==> src/design/csp28_pkg.sv <==
// Shared types, constants and character helpers for the 28-bit callsign packer.
`timescale 1ns / 1ps

package csp28_pkg;

    localparam int unsigned NUM_CHARS = 6;

    // Result status codes.
    typedef enum logic [1:0] {
        ST_OK   = 2'd0,
        ST_LONG = 2'd1,
        ST_BAD  = 2'd2
    } t_status;

    // What kind of code an item resolves to.
    typedef enum logic [1:0] {
        K_CALC = 2'd0,
        K_CQ   = 2'd1,
        K_QRZ  = 2'd2,
        K_DE   = 2'd3
    } t_kind;

    // Fixed codes for the three tokens.
    localparam logic [27:0] CODE_CQ  = 28'd262177561;
    localparam logic [27:0] CODE_QRZ = 28'd262177562;
    localparam logic [27:0] CODE_DE  = 28'd267796945;

    // Place weights of the mixed radix 37*36*10*27*27*27.
    localparam logic [27:0] WT_0 = 28'd7085880;
    localparam logic [27:0] WT_1 = 28'd196830;
    localparam logic [27:0] WT_2 = 28'd19683;
    localparam logic [27:0] WT_3 = 28'd729;
    localparam logic [27:0] WT_4 = 28'd27;

    localparam logic [7:0] CH_SPACE = 8'h20;
    localparam logic [7:0] CH_0     = 8'h30;
    localparam logic [7:0] CH_3     = 8'h33;
    localparam logic [7:0] CH_9     = 8'h39;
    localparam logic [7:0] CH_UA    = 8'h41;
    localparam logic [7:0] CH_UC    = 8'h43;
    localparam logic [7:0] CH_UD    = 8'h44;
    localparam logic [7:0] CH_UE    = 8'h45;
    localparam logic [7:0] CH_UQ    = 8'h51;
    localparam logic [7:0] CH_UR    = 8'h52;
    localparam logic [7:0] CH_UX    = 8'h58;
    localparam logic [7:0] CH_UZ    = 8'h5A;
    localparam logic [7:0] CH_LA    = 8'h61;
    localparam logic [7:0] CH_LZ    = 8'h7A;
    localparam logic [7:0] CASE_OFS = 8'h20;

    function automatic logic f_is_dig(input logic [7:0] c);
        return (c >= CH_0) && (c <= CH_9);
    endfunction

    function automatic logic f_is_let(input logic [7:0] c);
        return ((c >= CH_UA) && (c <= CH_UZ)) || ((c >= CH_LA) && (c <= CH_LZ));
    endfunction

    function automatic logic f_is_spc(input logic [7:0] c);
        return c == CH_SPACE;
    endfunction

    function automatic logic [7:0] f_upcase(input logic [7:0] c);
        return ((c >= CH_LA) && (c <= CH_LZ)) ? (c - CASE_OFS) : c;
    endfunction

    // Value of a head position: digit 0..9, letter 10..35, anything else 36.
    function automatic logic [5:0] f_head_val(input logic [7:0] c);
        logic [7:0] u;
        u = f_upcase(c);
        if (f_is_dig(c)) begin
            return 6'(c - CH_0);
        end else if (f_is_let(c)) begin
            return 6'(u - CH_UA) + 6'd10;
        end else begin
            return 6'd36;
        end
    endfunction

    // Value of a suffix position: letter 0..25, anything else 26.
    function automatic logic [4:0] f_tail_val(input logic [7:0] c);
        logic [7:0] u;
        u = f_upcase(c);
        if (f_is_let(c)) begin
            return 5'(u - CH_UA);
        end else begin
            return 5'd26;
        end
    endfunction

endpackage

==> src/design/callsign_packer_28bit.sv <==
// Top level of the 28-bit callsign packer: input register, layout stage, packing stage.
`timescale 1ns / 1ps

// The block packs the six characters at a callsign position, together with the
// callsign length, into a 28-bit code and a status.
//
// Input channel: an item is taken at each rising edge where start is high and busy
// is low. Busy is held low, because the block accepts a new item in every cycle.
// Result channel: o_valid is high for exactly one cycle with o_call_code and o_status;
// the receiver has to take the item in that cycle, as it cannot stall the block.
//
// Throughput is one item per cycle. The item passes an input register, then a stage
// that decides tokens, prefix rewrites, the padded layout and the status and registers
// the per-position values, then a stage that forms the weighted sum with constant place
// weights and registers the result. Items leave in the order taken.
//
// Reset clears the valid bits of all stages, so nothing is delivered for items that
// were in flight. The data registers are not reset.
module callsign_packer_28bit
    import csp28_pkg::*;
(
    input  logic        i_clk,
    input  logic        i_rst_n,
    input  logic        start,
    output logic        busy,
    input  logic [7:0]  i_char_0,
    input  logic [7:0]  i_char_1,
    input  logic [7:0]  i_char_2,
    input  logic [7:0]  i_char_3,
    input  logic [7:0]  i_char_4,
    input  logic [7:0]  i_char_5,
    input  logic [3:0]  i_call_length,
    output logic        o_valid,
    output logic [27:0] o_call_code,
    output logic [1:0]  o_status
);

    // Input register stage.
    logic       r_in_valid;
    logic [7:0] r_char [NUM_CHARS];
    logic [3:0] r_len;

    // Layout stage registers.
    logic       r_lay_valid;
    t_status    r_lay_status;
    t_kind      r_lay_kind;
    logic [5:0] r_v0;
    logic [5:0] r_v1;
    logic [3:0] r_v2;
    logic [4:0] r_v3;
    logic [4:0] r_v4;
    logic [4:0] r_v5;

    // Layout stage next values.
    t_status    n_lay_status;
    t_kind      n_lay_kind;
    logic [5:0] n_v0;
    logic [5:0] n_v1;
    logic [3:0] n_v2;
    logic [4:0] n_v3;
    logic [4:0] n_v4;
    logic [4:0] n_v5;

    logic [7:0] u [NUM_CHARS];
    logic [7:0] w [NUM_CHARS];
    logic       tok_cq;
    logic       tok_qrz;
    logic       tok_de;
    logic       pfx_swz;
    logic       pfx_gui;
    logic       one_sym;
    logic       layout_ok;

    logic [27:0] n_sum;

    // The block never holds off the sender.
    assign busy = 1'b0;

    always_ff @(posedge i_clk) begin
        if (!i_rst_n) begin
            r_in_valid <= 1'b0;
        end else begin
            r_in_valid <= start && !busy;
        end
        if (start && !busy) begin
            r_char[0] <= i_char_0;
            r_char[1] <= i_char_1;
            r_char[2] <= i_char_2;
            r_char[3] <= i_char_3;
            r_char[4] <= i_char_4;
            r_char[5] <= i_char_5;
            r_len     <= i_call_length;
        end
    end

    // Token tests, prefix rewrites and the padded six-position layout.
    always_comb begin
        for (int i = 0; i < NUM_CHARS; i++) begin
            u[i] = f_upcase(r_char[i]);
            w[i] = CH_SPACE;
        end

        tok_cq  = (u[0] == CH_UC) && (u[1] == CH_UQ) && (r_char[2] == CH_SPACE);
        tok_qrz = (u[0] == CH_UQ) && (u[1] == CH_UR) && (u[2] == CH_UZ)
                  && (r_char[3] == CH_SPACE);
        tok_de  = (u[0] == CH_UD) && (u[1] == CH_UE) && (r_char[2] == CH_SPACE);
        pfx_swz = (r_char[0] == CH_3) && (u[1] == CH_UD) && (u[2] == CH_UA)
                  && (r_char[3] == CH_0);
        pfx_gui = (r_char[0] == CH_3) && (u[1] == CH_UX) && f_is_let(r_char[2]);
        one_sym = !f_is_dig(r_char[2]) && f_is_dig(r_char[1]);

        if (pfx_swz) begin
            // The four-character prefix shrinks to three; the rest moves down by one.
            w[0] = CH_3;
            w[1] = CH_UD;
            w[2] = CH_0;
            for (int i = 4; i < NUM_CHARS; i++) begin
                if (4'(i) < r_len) begin
                    w[i - 1] = r_char[i];
                end
            end
        end else if (pfx_gui) begin
            // The two-character prefix becomes a single Q.
            w[0] = CH_UQ;
            for (int i = 2; i < NUM_CHARS; i++) begin
                if (4'(i) < r_len) begin
                    w[i - 1] = r_char[i];
                end
            end
        end else if (one_sym) begin
            // A one-symbol prefix gets a leading space so the digit lands in place two.
            for (int i = 0; i < NUM_CHARS - 1; i++) begin
                if (4'(i) < r_len) begin
                    w[i + 1] = r_char[i];
                end
            end
        end else begin
            for (int i = 0; i < NUM_CHARS; i++) begin
                if (4'(i) < r_len) begin
                    w[i] = r_char[i];
                end
            end
        end

        layout_ok = (f_is_dig(w[0]) || f_is_let(w[0]) || f_is_spc(w[0]))
                    && (f_is_dig(w[1]) || f_is_let(w[1]))
                    && f_is_dig(w[2])
                    && (f_is_let(w[3]) || f_is_spc(w[3]))
                    && (f_is_let(w[4]) || f_is_spc(w[4]))
                    && (f_is_let(w[5]) || f_is_spc(w[5]));

        n_lay_kind   = K_CALC;
        n_lay_status = ST_OK;
        priority if (r_len > 4'd6) begin
            n_lay_status = ST_LONG;
        end else if (tok_cq) begin
            n_lay_kind = K_CQ;
        end else if (tok_qrz) begin
            n_lay_kind = K_QRZ;
        end else if (tok_de) begin
            n_lay_kind = K_DE;
        end else if (!pfx_swz && !pfx_gui && one_sym && (r_len > 4'd5)) begin
            n_lay_status = ST_LONG;
        end else if (!layout_ok) begin
            n_lay_status = ST_BAD;
        end else begin
            n_lay_status = ST_OK;
        end

        n_v0 = f_head_val(w[0]);
        n_v1 = f_head_val(w[1]);
        n_v2 = 4'(f_head_val(w[2]));
        n_v3 = f_tail_val(w[3]);
        n_v4 = f_tail_val(w[4]);
        n_v5 = f_tail_val(w[5]);
    end

    always_ff @(posedge i_clk) begin
        if (!i_rst_n) begin
            r_lay_valid <= 1'b0;
        end else begin
            r_lay_valid <= r_in_valid;
        end
        r_lay_status <= n_lay_status;
        r_lay_kind   <= n_lay_kind;
        r_v0         <= n_v0;
        r_v1         <= n_v1;
        r_v2         <= n_v2;
        r_v3         <= n_v3;
        r_v4         <= n_v4;
        r_v5         <= n_v5;
    end

    // Mixed-radix sum as constant-weight products; the largest value is 262177559.
    assign n_sum = 28'(r_v0) * WT_0
                 + 28'(r_v1) * WT_1
                 + 28'(r_v2) * WT_2
                 + 28'(r_v3) * WT_3
                 + 28'(r_v4) * WT_4
                 + 28'(r_v5);

    always_ff @(posedge i_clk) begin
        if (!i_rst_n) begin
            o_valid <= 1'b0;
        end else begin
            o_valid <= r_lay_valid;
        end
        o_status <= r_lay_status;
        if (r_lay_status != ST_OK) begin
            o_call_code <= '0;
        end else begin
            unique case (r_lay_kind)
                K_CQ:    o_call_code <= CODE_CQ;
                K_QRZ:   o_call_code <= CODE_QRZ;
                K_DE:    o_call_code <= CODE_DE;
                default: o_call_code <= n_sum;
            endcase
        end
    end

endmodule

==> config.mk <==
export PLATFORM = sky130hd
export DESIGN_NAME = callsign_packer_28bit
export DESIGN_NICKNAME = d
export VERILOG_FILES = /design/src/design/csp28_pkg.sv /design/src/design/callsign_packer_28bit.sv
export SDC_FILE = /design/constraint.sdc
export NUM_CORES = 1
export LEC_CHECK = 0
export ABC_CLOCK_PERIOD_IN_PS = 9040
export BUFFER_PORTS_ARGS = -buffer_cell sky130_fd_sc_hd__buf_2
export CORE_UTILIZATION = 55
export DETAILED_ROUTE_END_ITERATION = 7
export PLACE_DENSITY = 0.73
export SLEW_MARGIN = 5
export SYNTH_ARGS = -nofsm -noshare
export SYNTH_HDL_FRONTEND = slang
export SYNTH_SLANG_ARGS = --single-unit
==> constraint.sdc <==
create_clock -name i_clk -period 9.04 [get_ports i_clk]
set_clock_uncertainty 0.15 [all_clocks]
set_input_delay 0.452 -clock i_clk [delete_from_list [all_inputs] [get_ports i_clk]]
set_output_delay 0.452 -clock i_clk [all_outputs]
set_load 0.01 [all_outputs]
==> impl_metrics.toml <==
[clocking]
htreeDepth = 4
cts-buffers-inserted = 17
holdBufCountCts = 0
clkLatencyLatePin_ps = 440
clock_sinks = 120
cts-root-buf = "clkbuf_16"
cts_resized = 0
cts.clk_slew.worst_paths_ps = 70
tritoncts = "yes"
cts_setup_buffers = 0
clock_path_buffers = 2

[global_routing]
overflow = 0
grt_antenna_before_repair = 0
gr-usage-all-layers_pct = 25.3
grt_pass1_vias = 10800
grt_max_degree = 54
grt_pass1_wl_mm = 52.0

[synthesis]
avgSynthCellArea_um2 = 9.10
netlist_area_um2 = 13900
ys_seq_elements = 120
synth-async-reset-ratio_pct = 0
synthMuxAreaShare_pct = 2.81
synth_top_family_by_area = "adder cells"
synth_edf_count = 52
synth_cells = 1528
yosysUniqueCellTypes = 83
synthAdderAreaFrac_pct = 36.3
synth_xor_area_share_pct = 4.00
synth_nets = 1919
synth_compound_area_share_pct = 13.5
yosysSeqAreaShare_pct = 21.0
synth-simple-area-share_pct = 14.1
yosys_warnings = 0
synthFlopType = "dfxtp_1"

[critical_path]
end_kind = "flop"
start_kind = "flop"
worstSetupPathType = "flop to flop"
reg2regPathDepth = 26
r2r-start = "r_v0[3]"
worstPathRequired_ps = 9250
path_max_fanout = 8
arrival_ps = 7970
r2r_end = "o_call_code[27]"
r2r_slack_ps = 1280

[timing]
final-setup-viol-count = 0
worst_slew_pin_slew_ps = 1080
finalHoldViolations = 0
finalCritPeriodShare_pct = 85.9
clock.fmax_mhz = 129
grt_setup_unrepaired = "no"
period_needed_ps = 7760
drv_slew = 0
finalSetupTns_ps = 0
relSlewSlack_pct = 27.9

[detailed_routing]
drt-vias-per-instance = 5.63
drt-initial-drc-count = 710
post_drt_wl_per_cell_um = 16.4
via_count = 10900
drtPass1Iterations = 7
finalWirelength_mm = 31.7
drc = 0
antenna_left = 0

[place]
dp_hpwl_mm = 26.0
place_congestion = 0.935
io_buffers = 85

[cells_and_area]
area_growth_syn_to_layout_pct = 9.69
layout.nets = 1992
final_util_pct = 62.2
layout-drive-gt1-share_pct = 9.91

[hold_path]
hold_depth = 1
min_path_type = "input port to flop"
min_from = "i_char_5[7]"
whs_endpoint = "r_char[5][7]"

[floorplan]
pin_count = 87
start_util_pct = 56.7
rows = 57
die_h_um = 161
die_w_um = 161
die_area_um2 = 25900
coreArea_um2 = 24500

[run_status]
status = "finished, final reports clean"

[run]
drv_cap = 0
cells in the mapped netlist, types with 3 or more instances:
cell type  number  area, um^2
mux2_2         11         124
a211oi_1        6        45.0
a311oi_1        3        26.3
buf_6           3        33.8
a21o_1         23         173
o21ba_2         3        30.0
o41ai_1         4        35.0
inv_1         261         980
nor4_1          8        50.1
o21bai_1        7        52.6
and2_1         22         138
dfxtp_1        68        1360
nand3_1        37         185
o31ai_1         9        67.6
nor3b_1         6        45.0
nor3_1         31         155
nor2_1         90         338
a221oi_1        4        35.0
a21oi_1        83         415
or2_2          12        75.1
fa_1          112        2240
o21a_1         12        90.1
o211a_1         5        50.1
or3_1           4        25.0
nand4_1        12        75.1
a2bb2oi_1       3        26.3
nand2_1       100         375
nand2b_1       19         119
ha_1          224        2800
xnor2_1        43         377
xor2_1         18         158
nor2b_1        15        93.8
a22o_1          5        43.8
edfxtp_1       52        1560
and3_1         11        68.8
mux2i_1        24         240
a31oi_1        15        93.8
o22a_1          3        26.3
o21ai_0        64         320
o31a_1          4        35.0
o211ai_1        9        67.6
clkbuf_1       21        78.8
buf_2           9        45.0
how the worst max path moves through the flow:
| stage | end | cells past startpoint | startpoint | slack [ps] |
|---|---|---|---|---|
| floorplan | o_call_code[27] | 26 | r_v0[3] | 1980 |
| global placement | o_call_code[27] | 26 | r_v0[3] | 1400 |
| detailed placement | o_call_code[27] | 24 | r_v0[3] | 1330 |
| CTS | o_call_code[27] | 24 | r_v0[3] | 1310 |
| global route | o_call_code[27] | 24 | r_v0[3] | 800 |
| finish | o_call_code[27] | 26 | r_v0[3] | 1280 |
kinds of logic (layout without fill, tap and decap cells):
| kind of cell | after synthesis | count (layout) |
|---|---|---|
| XOR/XNOR | 62 | 62 |
| other | 1 | 2 |
| multiplexers | 37 | 37 |
| adder cells (fa/ha/maj) | 336 | 336 |
| AND/OR/NAND/NOR | 388 | 388 |
| flip-flops | 120 | 120 |
| AO/OA/AOI/OAI | 288 | 288 |
| buffers and inverters | 296 | 382 |
worst max-delay path, stage by stage, from the launching register on:
cell and delay, ps:
dfxtp_1 520, fa_1 550, fa_1 500, ha_1 310, ha_1 350, xor2_1 190, ha_1 210, or2_2 300
fa_1 480, inv_1 50, fa_1 470, inv_1 50, fa_1 520, inv_1 50, fa_1 530, inv_1 40
ha_1 310, o21ai_0 90, nor2_1 110, o41ai_1 100, a221oi_1 530, a21oi_1 240, o21ai_0 300, o41ai_1 110
a311oi_1 230, xnor3_1 250, a21oi_1 140
area by class of cell:
class                      count  area, um^2
inverter                     261         980
tap                          324         405
timing repair buffer          89         455
clock buffer                  17         425
fill                        2093        9280
antenna                        1        2.50
sequential                   120        2920
clock inverter                15         223
multi-input combinational   1112        9840
flip-flops by register name, indices dropped and copies added, names as in the netlist, 5 cells and up:
| name | count |
|---|---|
| r_char | 48 |
| o_call_code | 28 |
| r_v0 | 6 |
| r_v1 | 6 |
| r_v3 | 5 |
| r_v4 | 5 |
| r_v5 | 5 |
layout by cell type (no fill, tap or decap), types with 15 or more instances in the layout:
cell	netlist	final
nand3_1	37	37
and2_1	22	22
nand2_1	100	100
nor3_1	31	31
a21o_1	23	23
mux2i_1	24	24
nand2b_1	19	19
a21oi_1	83	83
a31oi_1	15	15
ha_1	224	224
clkbuf_16	0	17
o21ai_0	64	64
nor2_1	90	90
edfxtp_1	52	52
buf_2	9	85
xnor2_1	43	43
dfxtp_1	68	68
nor2b_1	15	15
xor2_1	18	18
inv_1	261	261
fa_1	112	112
layer usage:
| metal | track usage [%] | part of all wire [%] | vias up |
|---|---|---|---|
| met3 | 2.80 | 4.0 | 63 |
| met4 | 8.75 | 2.4 | 0 |
| met5 | 0 | 0 | - |
| li1 | - | - | 5331 |
| met1 | 32.5 | 45 | 5192 |
| met2 | 44.2 | 49 | 322 |
through the flow:
step	worst slack [ps]	hold slack (ps)	cells	cell area, um^2
4_1_cts	1310	26.1	1938	15300
2_1_floorplan	1980	194	1528	13900
6_report	1280	34.4	1939	15300
3_5_place_dp	1330	264	1906	14600
3_3_place_gp	1400	267	1906	14600
5_1_grt	796	24.3	1938	15300
Power is not shown: default switching activity piles up to over one toggle a cycle in this logic, so the estimate is an artifact.
